## config.mk

```make
export PLATFORM = sky130hd
export DESIGN_NAME = trajectory_packet_deframer_core
export DESIGN_NICKNAME = d
export VERILOG_FILES = /design/src/rtl/tpd_pkg.sv /design/src/rtl/tpd_front.sv /design/src/rtl/tpd_queue.sv /design/src/rtl/tpd_back.sv /design/src/rtl/trajectory_packet_deframer_core.sv
export SDC_FILE = /design/constraint.sdc
export NUM_CORES = 1
export LEC_CHECK = 0
export BUFFER_PORTS_ARGS = -buffer_cell sky130_fd_sc_hd__buf_2
export CORE_MARGIN = 1
export CORE_UTILIZATION = 40
export CTS_CLUSTER_SIZE = 10
export DETAILED_ROUTE_END_ITERATION = 12
export SETUP_SLACK_MARGIN = 0.3
export SLEW_MARGIN = 20
export SYNTH_ARGS = -nofsm -noshare
export SYNTH_HDL_FRONTEND = slang
export SYNTH_SLANG_ARGS = --single-unit
```

## constraint.sdc

```tcl
create_clock -name clk -period 6.7 [get_ports clk]
set_input_delay 0.67 -clock clk [delete_from_list [all_inputs] [get_ports clk]]
set_output_delay 0.67 -clock clk [all_outputs]
set_load 0.05 [all_outputs]
```

## src/rtl/tpd_pkg.sv

```systemverilog
package tpd_pkg;

    // One input item: a command and the stream byte that goes with it.
    typedef struct packed {
        logic       command;
        logic [7:0] data_byte;
    } rx_item_t;

    // One result item.
    typedef struct packed {
        logic [31:0] height_bits;
        logic [31:0] distance_bits;
        logic        point_valid;
        logic        packet_end;
        logic        aborted;
    } res_item_t;

    // Status of the result queue as seen by the back part and the rx stall logic.
    typedef struct packed {
        logic empty;
        logic full;
    } q_status_t;

    // Parse phase of the deframer.
    typedef enum logic [2:0] {
        PH_HUNT    = 3'b001,
        PH_HEADER  = 3'b010,
        PH_PAYLOAD = 3'b100
    } phase_t;

    localparam logic CMD_DATA       = 1'b0;
    localparam logic CMD_DISCONNECT = 1'b1;

    localparam logic REG_MAGIC = 1'b0;
    localparam logic REG_TYPE  = 1'b1;

    localparam logic [31:0] MAGIC_RESET = 32'h536F_7447;
    localparam logic [31:0] TYPE_RESET  = 32'd456;

    localparam logic [3:0] HEADER_AFTER_MAGIC = 4'd4;
    localparam logic [3:0] HEADER_LAST        = 4'd15;
    localparam logic [2:0] RECORD_LAST        = 3'd7;
    localparam logic [1:0] HUNT_FULL          = 2'd3;

    localparam logic [31:0] NEG_ZERO_BITS = 32'h8000_0000;
    localparam logic [30:0] POS_INF_MAG   = 31'h7F80_0000;

endpackage

```

## src/rtl/tpd_front.sv

```systemverilog
module tpd_front
(
    input  logic               clk,
    input  logic               rst_n,
    input  logic [31:0]        magic_word,
    input  logic [31:0]        expected_type,
    input  logic               accept,
    input  tpd_pkg::rx_item_t  item,
    output logic               res_push,
    output tpd_pkg::res_item_t res
);
    import tpd_pkg::*;

    phase_t      phase_reg,        phase_next;
    logic [23:0] hunt_window_reg,  hunt_window_next;
    logic [1:0]  hunt_fill_reg,    hunt_fill_next;
    logic [3:0]  header_index_reg, header_index_next;
    logic [31:0] type_field_reg,   type_field_next;
    logic [30:0] points_left_reg,  points_left_next;
    logic [2:0]  record_index_reg, record_index_next;
    logic [55:0] record_bytes_reg, record_bytes_next;

    logic [30:0] count;
    logic [30:0] points_dec;
    logic [31:0] h_word;
    logic [31:0] d_word;
    logic        h_ok;
    logic        last;
    logic        clear_all;

    assign count      = {item.data_byte[6:0], points_left_reg[23:0]};
    assign points_dec = points_left_reg - 31'd1;
    assign last       = (points_dec == '0);
    assign h_word     = record_bytes_reg[31:0];
    assign d_word     = {item.data_byte, record_bytes_reg[55:32]};
    // Height >= 0 tested on the bits: negative zero passes, every NaN fails.
    assign h_ok       = (h_word == NEG_ZERO_BITS) ||
                        (!h_word[31] && (h_word[30:0] <= POS_INF_MAG));

    always_comb
    begin
        phase_next        = phase_reg;
        hunt_window_next  = hunt_window_reg;
        hunt_fill_next    = hunt_fill_reg;
        header_index_next = header_index_reg;
        type_field_next   = type_field_reg;
        points_left_next  = points_left_reg;
        record_index_next = record_index_reg;
        record_bytes_next = record_bytes_reg;
        clear_all         = 1'b0;
        res_push          = 1'b0;
        res               = '0;

        if (accept)
        begin
            if (item.command == CMD_DISCONNECT)
            begin
                clear_all = 1'b1;
                if (phase_reg == PH_PAYLOAD)
                begin
                    res_push    = 1'b1;
                    res.aborted = 1'b1;
                end
            end
            else
            begin
                case (phase_reg)
                    PH_HEADER:
                    begin
                        header_index_next = header_index_reg + 4'd1;
                        if (header_index_reg[3:2] == 2'b01)
                        begin
                            type_field_next[{header_index_reg[1:0], 3'b000} +: 8] =
                                item.data_byte;
                        end
                        else if (header_index_reg == HEADER_LAST)
                        begin
                            if (type_field_reg != expected_type)
                            begin
                                clear_all = 1'b1;
                            end
                            else if (item.data_byte[7] || (count == '0))
                            begin
                                // Empty or negative count: close the packet straight away.
                                clear_all      = 1'b1;
                                res_push       = 1'b1;
                                res.packet_end = 1'b1;
                            end
                            else
                            begin
                                phase_next        = PH_PAYLOAD;
                                points_left_next  = count;
                                header_index_next = '0;
                                record_index_next = '0;
                                record_bytes_next = '0;
                            end
                        end
                        else if (header_index_reg[3:2] == 2'b11)
                        begin
                            points_left_next[{header_index_reg[1:0], 3'b000} +: 8] =
                                item.data_byte;
                        end
                    end
                    PH_PAYLOAD:
                    begin
                        if (record_index_reg != RECORD_LAST)
                        begin
                            record_bytes_next[{record_index_reg, 3'b000} +: 8] =
                                item.data_byte;
                            record_index_next = record_index_reg + 3'd1;
                        end
                        else
                        begin
                            points_left_next  = points_dec;
                            record_index_next = '0;
                            record_bytes_next = '0;
                            clear_all         = last;
                            if (h_ok)
                            begin
                                res_push          = 1'b1;
                                res.height_bits   = h_word;
                                res.distance_bits = d_word;
                                res.point_valid   = 1'b1;
                                res.packet_end    = last;
                            end
                            else if (last)
                            begin
                                res_push       = 1'b1;
                                res.packet_end = 1'b1;
                            end
                        end
                    end
                    default:
                    begin
                        if ((hunt_fill_reg == HUNT_FULL) &&
                            ({item.data_byte, hunt_window_reg} == magic_word))
                        begin
                            phase_next        = PH_HEADER;
                            hunt_window_next  = '0;
                            hunt_fill_next    = '0;
                            header_index_next = HEADER_AFTER_MAGIC;
                            type_field_next   = '0;
                            points_left_next  = '0;
                        end
                        else
                        begin
                            phase_next       = PH_HUNT;
                            hunt_window_next = {item.data_byte, hunt_window_reg[23:8]};
                            if (hunt_fill_reg != HUNT_FULL)
                            begin
                                hunt_fill_next = hunt_fill_reg + 2'd1;
                            end
                        end
                    end
                endcase
            end
        end

        if (clear_all)
        begin
            phase_next        = PH_HUNT;
            hunt_window_next  = '0;
            hunt_fill_next    = '0;
            header_index_next = '0;
            type_field_next   = '0;
            points_left_next  = '0;
            record_index_next = '0;
            record_bytes_next = '0;
        end
    end

    always_ff @(posedge clk or negedge rst_n)
    begin
        if (!rst_n)
        begin
            phase_reg        <= PH_HUNT;
            hunt_window_reg  <= '0;
            hunt_fill_reg    <= '0;
            header_index_reg <= '0;
            type_field_reg   <= '0;
            points_left_reg  <= '0;
            record_index_reg <= '0;
            record_bytes_reg <= '0;
        end
        else
        begin
            phase_reg        <= phase_next;
            hunt_window_reg  <= hunt_window_next;
            hunt_fill_reg    <= hunt_fill_next;
            header_index_reg <= header_index_next;
            type_field_reg   <= type_field_next;
            points_left_reg  <= points_left_next;
            record_index_reg <= record_index_next;
            record_bytes_reg <= record_bytes_next;
        end
    end

    // A result never carries a point and an abort at once.
    a_point_not_aborted: assert property (@(posedge clk) disable iff (!rst_n)
        res_push |-> !(res.point_valid && res.aborted))
        else $error("result carries both a point and an abort");

    // A disconnect always leaves the parser hunting.
    a_disconnect_hunts: assert property (@(posedge clk) disable iff (!rst_n)
        (accept && (item.command == CMD_DISCONNECT)) |=> (phase_reg == PH_HUNT))
        else $error("parser not hunting after disconnect");

endmodule

```

## src/rtl/tpd_queue.sv

```systemverilog
module tpd_queue
#(
    parameter int DEPTH = 4
)
(
    input  logic               clk,
    input  logic               rst_n,
    input  logic               push,
    input  tpd_pkg::res_item_t din,
    input  logic               pop,
    output tpd_pkg::res_item_t dout,
    output tpd_pkg::q_status_t status
);
    import tpd_pkg::*;

    localparam int PW = (DEPTH > 1) ? $clog2(DEPTH) : 1;
    localparam int CW = $clog2(DEPTH + 1);
    localparam logic [PW-1:0] PTR_LAST = PW'(DEPTH - 1);
    localparam logic [CW-1:0] CNT_FULL = CW'(DEPTH);

    res_item_t     slot_reg [DEPTH];
    logic [PW-1:0] wr_ptr_reg, wr_ptr_next;
    logic [PW-1:0] rd_ptr_reg, rd_ptr_next;
    logic [CW-1:0] count_reg,  count_next;

    assign status.empty = (count_reg == '0);
    assign status.full  = (count_reg == CNT_FULL);
    assign dout         = slot_reg[rd_ptr_reg];

    always_comb
    begin
        wr_ptr_next = wr_ptr_reg;
        rd_ptr_next = rd_ptr_reg;
        count_next  = count_reg;
        if (push)
        begin
            wr_ptr_next = (wr_ptr_reg == PTR_LAST) ? '0 : wr_ptr_reg + PW'(1);
        end
        if (pop)
        begin
            rd_ptr_next = (rd_ptr_reg == PTR_LAST) ? '0 : rd_ptr_reg + PW'(1);
        end
        if (push && !pop)
        begin
            count_next = count_reg + CW'(1);
        end
        else if (pop && !push)
        begin
            count_next = count_reg - CW'(1);
        end
    end

    always_ff @(posedge clk)
    begin
        if (push)
        begin
            slot_reg[wr_ptr_reg] <= din;
        end
    end

    always_ff @(posedge clk or negedge rst_n)
    begin
        if (!rst_n)
        begin
            wr_ptr_reg <= '0;
            rd_ptr_reg <= '0;
            count_reg  <= '0;
        end
        else
        begin
            wr_ptr_reg <= wr_ptr_next;
            rd_ptr_reg <= rd_ptr_next;
            count_reg  <= count_next;
        end
    end

    a_no_overflow: assert property (@(posedge clk) disable iff (!rst_n)
        push |-> (!status.full || pop))
        else $error("result queue written while full");

    a_no_underflow: assert property (@(posedge clk) disable iff (!rst_n)
        pop |-> !status.empty)
        else $error("result queue read while empty");

endmodule

```

## src/rtl/tpd_back.sv

```systemverilog
module tpd_back
(
    input  logic               clk,
    input  logic               rst_n,
    input  tpd_pkg::q_status_t q_status,
    input  tpd_pkg::res_item_t q_data,
    output logic               pop,
    output logic               res_valid,
    input  logic               res_stall,
    output tpd_pkg::res_item_t res_item
);
    import tpd_pkg::*;

    logic      valid_reg, valid_next;
    res_item_t item_reg;

    // The output register takes a new item when empty or when its item leaves.
    assign pop        = !q_status.empty && (!valid_reg || !res_stall);
    assign valid_next = pop || (valid_reg && res_stall);
    assign res_valid  = valid_reg;
    assign res_item   = item_reg;

    always_ff @(posedge clk)
    begin
        if (pop)
        begin
            item_reg <= q_data;
        end
    end

    always_ff @(posedge clk or negedge rst_n)
    begin
        if (!rst_n)
        begin
            valid_reg <= 1'b0;
        end
        else
        begin
            valid_reg <= valid_next;
        end
    end

endmodule

```

## src/rtl/trajectory_packet_deframer_core.sv

```systemverilog
// Channel  | Handshake                 | Payload
// rx       | rx_valid / rx_stall       | rx_item  (command, data_byte)
// res      | res_valid / res_stall     | res_item (height, distance, flags)
// config   | psel/penable/pwrite/pready| paddr, pwdata, prdata
//
// One input item is taken every cycle while the result queue has room.
// A result passes through the result queue and the output register before it reaches res_valid.
// rx_stall is high only while the result queue (QUEUE_DEPTH entries) is full.
// Reset is asynchronous and active low; it restores the registers to their
// reset values and sends the parser back to hunting for the magic word.
module trajectory_packet_deframer_core
#(
    parameter int QUEUE_DEPTH = 4
)
(
    input  logic               clk,
    input  logic               rst_n,

    input  logic               rx_valid,
    output logic               rx_stall,
    input  tpd_pkg::rx_item_t  rx_item,

    output logic               res_valid,
    input  logic               res_stall,
    output tpd_pkg::res_item_t res_item,

    input  logic               psel,
    input  logic               penable,
    input  logic               pwrite,
    input  logic [2:0]         paddr,
    input  logic [31:0]        pwdata,
    output logic [31:0]        prdata,
    output logic               pready
);
    import tpd_pkg::*;

    logic [31:0] magic_word_reg;
    logic [31:0] expected_type_reg;
    logic        cfg_write;
    logic        rx_accept;
    logic        res_push;
    logic        q_pop;
    res_item_t   front_res;
    res_item_t   q_data;
    q_status_t   q_status;

    // The configuration registers sit at byte addresses 0 and 4; the lowest
    // two address bits are not decoded.
    assign pready    = 1'b1;
    assign cfg_write = psel && penable && pwrite && pready;
    assign prdata    = (paddr[2] == REG_TYPE) ? expected_type_reg : magic_word_reg;

    always_ff @(posedge clk or negedge rst_n)
    begin
        if (!rst_n)
        begin
            magic_word_reg    <= MAGIC_RESET;
            expected_type_reg <= TYPE_RESET;
        end
        else if (cfg_write)
        begin
            if (paddr[2] == REG_MAGIC)
            begin
                magic_word_reg <= pwdata;
            end
            else
            begin
                expected_type_reg <= pwdata;
            end
        end
    end

    // Items are taken only while the queue is not full, so that it can hold the result they may cause.
    assign rx_stall  = q_status.full;
    assign rx_accept = rx_valid && !rx_stall;

    // Front part: parses the byte stream and classifies each item.
    tpd_front u_front
    (
        .clk           (clk),
        .rst_n         (rst_n),
        .magic_word    (magic_word_reg),
        .expected_type (expected_type_reg),
        .accept        (rx_accept),
        .item          (rx_item),
        .res_push      (res_push),
        .res           (front_res)
    );

    // Short queue that lets the parser run on while the output is stalled.
    tpd_queue #(.DEPTH(QUEUE_DEPTH)) u_queue
    (
        .clk    (clk),
        .rst_n  (rst_n),
        .push   (res_push),
        .din    (front_res),
        .pop    (q_pop),
        .dout   (q_data),
        .status (q_status)
    );

    // Back part: output register towards the result channel.
    tpd_back u_back
    (
        .clk       (clk),
        .rst_n     (rst_n),
        .q_status  (q_status),
        .q_data    (q_data),
        .pop       (q_pop),
        .res_valid (res_valid),
        .res_stall (res_stall),
        .res_item  (res_item)
    );

endmodule

```

After elaboration in Yosys (flattened, before gate mapping)
Memory sizes are Yosys's and may differ from the RTL's. A register that Yosys moved wholly into a read port is not among the register bits.
Cells that the tools add are included.
- word-level logic and storage cells: 202
- register bits after elaboration: 227
- memories kept: 1
- input port bits: 51
- output and inout port bits: 102
- memory bits (writable): 268
- memories (name ; words ; bits a word ; rd ports ; clocked after memory_dff ; wr ports ; line ; text):
    u_queue.slot_reg ; 4 ; 67 ; 1 ; 1 ; 1 ; tpd_queue.sv:21 ; res_item_t slot_reg [DEPTH];
- bitwise operators: 1
- eq/ne operators: 28
- $add $sub $neg: 10
- order comparisons: 1
- reductions and logical operators: 40
- mux-type cells: 100
- shifts and indexed selects: 6
- operators with widths (cell ; count):
    $mux 56 ; 8
    $mux 31 ; 10
    $mux 32 ; 6
    $mux 66 ; 2
    $mux 65 ; 2
    $mux 24 ; 5
    $pmux 56 s2 ; 1
    $mux 67 ; 1
    $pmux 32 s2 ; 1
    $logic_not 31->1 ; 2
    $pmux 31 s2 ; 1
    $bwmux 56 ; 1
    $shift 8x8->56 const A ; 1
    $shiftx 8x8->56 ; 1
    $mux 3 ; 17
    $bwmux 32 ; 1
    $eq 32x32->1 ; 1
    $eq 32x32->1 const B ; 1
    $mux 4 ; 8
    $ne 32x32->1 ; 1
    $shift 8x7->32 const A ; 1
    $shiftx 8x7->32 ; 1
    $bwmux 31 ; 1
    $le 31x31->1 const B ; 1
    41 further kinds ; 111

Logic depth before layout (Yosys ltp)
Gate-level depths: netlist of run 1.
- depth in word-level cells: 13
- gate-level depth with buffers: 17
- gate-level depth less buffers: 15

Modules after synthesis
Synthesis of run 1 repeated with hierarchy kept, for this count alone.
- cells, all modules: 1661
- area total of the unflattened synthesis: 24563.6 um^2
- by module, submodules not included (module ; area each (um^2) ; cells each ; instances ; seq. area each (um^2)):
    tpd_queue ; 10093.4 ; 388 ; 1 ; 8222.9
    tpd_front ; 9472.8 ; 1028 ; 1 ; 3880.0
    trajectory_packet_deframer_core ; 2945.3 ; 175 ; 1 ; 1629.1
    tpd_back ; 2052.0 ; 70 ; 1 ; 2037.0

Worst setup path before layout of run 1
No wires, ideal clock.
- path type: register to register
- start point: register u_front.points_left_reg[0]
- end point: memory u_queue.slot_reg[0][0] (netlist bit), enable pin
- setup time: 0.432 ns
- buffers on the path: 1
- data required time: 6.268 ns
- setup slack: 2.142 ns
- arrival time: 4.125 ns
- stages on the path, launching flop included: 12
- clock period less this slack: 4.558 ns
- cell sequence: dfrtp_1 inv_1 ha_1 buf_2 nor4b_1 nand2_1 xnor2_1 or4_4 nor4_4 a21oi_1 o21ai_2 and2_1
- longest elaborated chain between the ends: 11
- elaborated cells between the ends (all ways): 16
- those cells by class: 1 x add/sub; 12 x mux; 3 x reduce/logical
- RTL lines (item ; line ; text):
    start, declared ; tpd_front.sv:19 ; logic [30:0] points_left_reg, points_left_next;
    start signal, assigned ; tpd_front.sv:192 ; points_left_reg <= points_left_next;
    branches (longest 6 deep; another with $sub 31x1->31) ; -- ;
    $pmux 1 s2 (*) ; tpd_front.sv:67 ; case (phase_reg)
    $mux 1 (*) ; tpd_front.sv:56 ; if (item.command == CMD_DISCONNECT)
    $mux 1 (*) ; tpd_front.sv:54 ; if (accept)
    named net res_push ; trajectory_packet_deframer_core.sv:41 ; logic res_push;
    $mux 1 (*) ; tpd_queue.sv:55 ; if (push)
    $mux 1 (not written as such) (*) ; tpd_queue.sv:57 ; slot_reg[wr_ptr_reg] <= din;
    end, declared ; tpd_queue.sv:21 ;
Mark *: on every way through the listed nets, which the timed path passes.

Worst setup path after layout of run 1
- start point: register u_front.points_left_reg[0]
- end point: memory u_queue.slot_reg[3][27] (netlist bit), enable pin
The elaborated chain is that of the path after synthesis.

==> key figures, run 1 <==
Setup path
  – Worst setup path startpoint: u_front.points_left_reg[0]
  – Reg2reg start: u_front.points_left_reg[0]
  – Worst setup path class: flip-flop to flip-flop
  – CP arrival: 4.67 ns
  – CP Max Fanout: 30
  – Setup crit end kind: flip-flop
  – Required @ worst endpoint: 6.93 ns
  – Startpoint types: flip-flop

Floorplanning
  – Chip height: 252 um
  – Top Ports: 153
  – Area of the core: 61700 um^2
  – Rows: 91
  – Die ar.: 63400 um^2
  – Die X: 252 um
  – Initial Util: 40.4%

Clock tree
  – CTS max path bufs: 3
  – H-tree levels: 3
  – Worst-path clk slew: 0.06 ns
  – Clk_lat worst skew: 0.62 ns
  – CTS Sinks: 562
  – Hold Buf Count CTS: 0
  – TritonCTS clock tree: done
  – TritonCTS buffer count: 69
  – Cts repair resizes: 0
  – Root buffer cell: clkbuf_16
  – Post-CTS Setup Bufs: 0

Logic synthesis
  – #FFs+latches synth: 562
  – FFs w/ async S/R, synth: 40.4%
  – Ys Warns: 0
  – Post-Syn Instances: 1830
  – Sequential share of the synthesized area: 63.2%
  – Top_reg_cell synth: edfxtp_1
  – Synthesized area per cell: 13.6 um^2
  – Post-synth EDFFs: 335
  – Syn_nets: 1904
  – Post-synthesis cell type count: 74
  – Netlist Area Pre-Place: 25000 um^2

GRT
  – Largest net degree at the start of global routing: 118
  – Gr ovfl total: 0
  – First-pass GRT wire length: 97800 um
  – Initial antenna violation count: 0
  – Number of global-route vias before repair: 16635
  – Overall Global Routing Usage: 20.2%

Drt
  – Drt total wl: 62900 um
  – Via count: 16004
  – Iter 0 DRT Violations: 1219
  – WL/cell: 22.0 um
  – Drt first pass iters: 5
  – Via-to-Cell Ratio: 5.60
  – Residual DRC: 0
  – Antenna viol nets, final: 0

Layout
  – Sequential cell area: 15800 um^2
  – N_diodes: 0
  – Most common cell after layout, fill and taps aside: edfxtp_1
  – Share of cells above drive strength 1: 24.6%
  – Multi-input gate area: 8200 um^2
  – Final nets: 2045
  – Fill count: 5573
  – P&R area growth vs syn: 14.9%
  – Core Util, Final: 46.4%
  – Largest register FFs: 268
  – Most frequent cells in the layout: edfxtp_1 (335), dfrtp_1 (202), inv_1 (151)

Placed design
  – I/O Buffers: 149
  – Hpwl dp: 40000 um
  – GPL Wtd Cong: 0.910

Worst hold path
  – Hold Crit Class: input pin to asynchronous set/reset pin

Outcome
  – Status: finished clean

Pwr
  – Pwr Density: 348 nW/um^2
  – Leakage: 11.0 nW
  – Max VDD drop: 0.000210 V

Timing
  – Worst-Margin Slew: 1.07 ns
  – Crit path time final: 4.43 ns
  – Worst Skew: 0.0231 ns
  – Final hold vios: 0
  – Final period util: 66.2%
  – Setup violations, final: 0
  – Max Freq: 226 MHz
  – Setup tns final: 0 ns
  – Max-slew violations: 0
  – Unrepaired setup endpoints after global routing: no
  – Worst slew margin: 28.1%

Flow run
  – Max-cap violations: 0
through the flow:
step | setup slack, ns | instance area [um^2] | hold slack [ns] | instances | total power [mW]
after floorplan | 2.14 | 25000 | 0.374 | 1830 | 6.06
after global placement | 2.25 | 26600 | 0.473 | 2736 | 6.63
after detailed placement | 2.25 | 26600 | 0.482 | 2736 | 6.67
after CTS | 2.21 | 28600 | 0.185 | 2856 | 10.1
after global routing | 1.88 | 28700 | 0.229 | 2857 | 10.4
final | 2.27 | 28700 | 0.142 | 2857 | 9.98
Yosys cell counts (all sizes together) (9+ instances only):
library cell  count  area [um^2]
clkbuf           74          278
a31oi             9         62.6
nand2            95          357
dfstp            23          604
a22o             11         96.3
dfrtp           204         5100
inv             152          571
nand3            40          215
nor2             50          190
a22oi            12         95.1
xnor2            38          333
mux2             99         1110
nor3             27          150
o21ai            76          395
ha               22          275
buf              35          199
nor4             96          628
o22ai            80          500
a21oi            62          378
mux2i            34          340
edfxtp          335        10100
xor2             35          307
mux4             67         1510
o211ai           36          270
nand4            25          186
final cells by class:
class	instances	area share, %
multi-input combinational	1007	28.6
tap	837	3.65
sequential	562	55.0
clock buffer	108	6.68
clock inverter	12	0.485
inverter	152	1.99
timing repair buffer	179	3.54
where the power goes:
group	internal [mW]	switching [mW]	leakage [nW]
combinational	0.736	1.47	3.63
sequential	4.07	0.292	6.39
clock	1.98	1.42	0.983
total	6.78	3.19	11.0
metal layers:
layer  GRT usage (%)  wire, um  up-vias
met5               0         0        -
met4            6.72      1620        0
met3            3.86      3470      110
met2            33.4     30600      504
met1            26.7     27200     8179
li1                -         -     7211
worst max-delay path: stages, from the launching register on:
cell and delay (ns):
dfrtp_1 0.46, inv_1 0.14, ha_1 0.39, nor4b_1 0.35, and4_1 0.45, mux2i_1 0.24, nand3_1 0.13, nor4_4 0.40
a21oi_1 0.17, o21ai_2 0.32, and2_2 0.47, buf_4 0.51
worst paths after layout:
| path | to | slack (ns) | cells past startpoint |
|---|---|---|---|
| worst max-delay path | u_queue.slot_reg[3][27] | 2.27 | 11 |
| worst min-delay path | u_front.points_left_reg[3] | 0.14 | 1 |
| worst max register to register | u_queue.slot_reg[3][27] | 2.27 | 11 |
| worst min register to register | u_back.res_valid | 0.49 | 2 |
| max in group asynchronous | u_front.record_bytes_reg[29] | 5.08 | 2 |
| min in group clk | u_back.res_valid | 0.28 | 3 |
kinds of logic after synthesis:
logic type                 share of synthesized area (%)
DFF                                                 63.2
and+or+nand+nor                                     8.67
AOI/OAI and AO/OA                                   8.29
buffers and inverters                               4.20
muxes                                               11.9
xor gates and xnor gates                            2.56
adders and majority gates                           1.18
other                                             0.0150
No activity file was read; power rests on OpenSTA's default activity.
==> run 2, diff against run 1 <==
==> constraint.sdc (replaced) <==
create_clock -name clk -period 3.7 [get_ports clk]
set_input_delay 0.37 -clock clk [delete_from_list [all_inputs] [get_ports clk]]
set_output_delay 0.37 -clock clk [all_outputs]
set_load 0.05 [all_outputs]
==> run 2 against run 1 <==
  * Largest power group unchanged
  * Critical path depth up 8
  * Flip-flop and latch count is the same
  * Clock-buffer cell count is 8 higher
  * Setup slack got worse by 2.0 ns
  * Cell area is 4.8% higher
  * Via count rose by 4.3%
  * First-iteration DRC count grew 9.7%
  * Non-clock buffer count up 133
  * Cell count is 4.7% higher
  * Global-route usage increased by 0.58 points
  * Register-to-register slack got worse by 2.0 ns
  * Fmax is 28% higher
==> key figures, run 2 (synthesis results as in run 1) <==
Clock tree
  – Clk_lat worst skew: 0.61 ns (about the same)
  – CTS max path bufs: 3 (unchanged)
  – H-tree levels: 3 (unchanged)
  – TritonCTS clock tree: done
  – Worst-path clk slew: 0.06 ns (about the same)
  – Root buffer cell: clkbuf_16
  – CTS Sinks: 562 (unchanged)
  – TritonCTS buffer count: 67 (-2.9%)

Timing
  – Post-route worst setup slack: 0.232 ns (-2.03 ns)
  – Setup violations, final: 0 (unchanged)
  – Worst Skew: 0.0260 ns (+0.00294 ns)
  – Worst slew margin: 33.0% (+4.9 points)
  – Final period util: 93.7% (+28 points)
  – Max-slew violations: 0 (unchanged)
  – Crit path time final: 3.47 ns (-0.966 ns)
  – Max Freq: 288 MHz (+28%)
  – Final hold vios: 0 (unchanged)
  – Worst-Margin Slew: 0.997 ns (-0.0709 ns)
  – Setup tns final: 0 ns (unchanged)
  – Unrepaired setup endpoints after global routing: yes

Layout
  – Core Util, Final: 48.7% (+2.2 points)
  – N_diodes: 0 (unchanged)
  – P&R area growth vs syn: 20.4%
  – Largest register FFs: 268 (unchanged)
  – Final nets: 2176 (+6.4%)
  – Most common cell after layout, fill and taps aside: edfxtp_1
  – Most frequent cells in the layout: edfxtp_1 (335), dfrtp_1 (199), inv_1 (148), buf_2 (148), buf_4 (116)
  – Share of cells above drive strength 1: 28.6% (+3.9 points)
  – Cell area after layout: 30000 um^2 (+4.8%)

GRT
  – Initial antenna violation count: 2 (+2)
  – First-pass GRT wire length: 101000 um (+3.3%)
  – Overall Global Routing Usage: 20.7% (+0.58 points)
  – Largest net degree at the start of global routing: 98 (-17%)
  – Number of global-route vias before repair: 16875 (+1.4%)
  – Gr ovfl total: 0 (unchanged)

Pwr
  – Leakage: 11.8 nW (+6.9%)
  – Pwr Density: 605 nW/um^2 (+74%)
  – Max VDD drop: 0.000383 V (+82%)
  – Total power: 18.2 mW (+82%)

Setup path
  – CP Max Fanout: 3 (-90%)
  – Setup crit end kind: flip-flop
  – Worst setup path class: flip-flop to flip-flop
  – Startpoint types: flip-flop
  – Required @ worst endpoint: 4.24 ns (-2.69 ns)
  – CP arrival: 4.00 ns (-0.67 ns)

Floorplanning
  – Chip height: 252 um (unchanged)
  – Die ar.: 63400 um^2 (unchanged)
  – Rows: 91 (unchanged)
  – Top Ports: 153 (unchanged)
  – Initial Util: 40.4% (unchanged)
  – Area of the core: 61700 um^2 (unchanged)
  – Die X: 252 um (unchanged)

Worst hold path
  – Hold Crit Class: input pin to flip-flop

Placed design
  – Hpwl dp: 41900 um (+4.8%)
  – I/O Buffers: 149 (unchanged)
  – Placement Cell Area: 27400 um^2 (+3.0%)
  – DP Worst Slack: 0.0851 ns (-2.17 ns)
  – GPL Wtd Cong: 0.890 (-2.2%)

Drt
  – WL/cell: 21.8 um (-1.1%)
  – Routed met1 length: 28700 um (+5.5%)
  – Met2 Wirelength: 31200 um (+1.9%)
  – Drt total wl: 65200 um (+3.6%)
  – Via count: 16693 (+4.3%)
  – Residual DRC: 0 (unchanged)
  – DR top layer: met5
  – Via-to-Cell Ratio: 5.58 (-0.37%)
  – Met3 Routed Length: 3580 um (+3.1%)
  – Iter 0 DRT Violations: 1337 (+9.7%)
  – Drt first pass iters: 5 (unchanged)
  – Antenna viol nets, final: 0 (unchanged)

Flow run
  – Max-cap violations: 0 (unchanged)

Outcome
  – Status: finished clean
==> run 2: cell count changes in the layout (fill, tap and decap cells not counted), moves of 4 or more <==
cell / delta
clkbuf_1: +6
buf_4: +88
buf_12: +16
and2_4: +4
dlygate4sd3_1: +28
and2_2: -4
==> run 2: per-layer routing <==
metal	track usage (%)	vias to the layer above
li1	-	7473
met1	28.5	8528
met2	33.7	566
met3	3.22	124
met4	6.99	2
met5	0	-
==> run 2: critical path, cell delays in order, from the launching register on <==
cell     delay, ns
dfrtp_1       0.39
or4_4         0.56
buf_6         0.15
nor2_4        0.07
nand4_1       0.18
buf_4         0.19
buf_4         0.12
buf_4         0.12
buf_4         0.13
buf_4         0.13
buf_4         0.12
buf_4         0.12
buf_4         0.12
buf_4         0.12
buf_4         0.12
buf_4         0.12
buf_4         0.12
buf_4         0.12
o32a_1        0.28
o22ai_1       0.12
==> run 2: final timing paths <==
check                                            start                            to  slack [ns]  depth (start not counted)
setup / recovery           u_front.points_left_reg[11]   u_front.points_left_reg[26]        0.23                         19
hold / removal                               pwdata[6]             magic_word_reg[6]        0.04                          2
setup reg to reg           u_front.points_left_reg[11]   u_front.points_left_reg[26]        0.23                         19
hold reg to reg                   u_queue.count_reg[2]          u_queue.count_reg[2]        0.48                          1
max in group asynchronous                        rst_n  u_front.record_bytes_reg[19]        2.28                          3
min in group asynchronous                        rst_n         expected_type_reg[28]        0.38                          2
==> run 2: layout make-up <==
cell class                 count  area [um^2]
inverter                     152          571
multi-input combinational   1007         8330
clock buffer                 116         1960
fill                        5396        31700
sequential                   562        15800
timing repair buffer         312         2280
clock inverter                 5         58.8
tap                          837         1050
==> run 2: power by group <==
part           switching [mW]  leakage [nW]  internal, mW
clock network            2.52         0.971          3.61
logic                    2.67          4.40          1.44
registers               0.559          6.38          7.37
==> run 2: through the flow <==
step / std cells / hold WS, ns
floorplan: 1830 / 0.0744
finish: 2991 / 0.0358
global placement: 2814 / 0.466
detailed placement: 2814 / 0.471
global route: 2991 / 0.0222
CTS: 2985 / 0.00179
==> run 2: what timing repair did <==
| item | CTS | global route |
|---|---|---|
| hold endpoints to repair | 128 | 0 |
| buffers inserted | 22 | 5 |
| pin swaps | 15 | 2 |
| hold buffers | 28 | 0 |
| gates resized for setup | 18 | 4 |
| setup endpoints to repair | 267 | 127 |
| gates cloned | 0 | 1 |
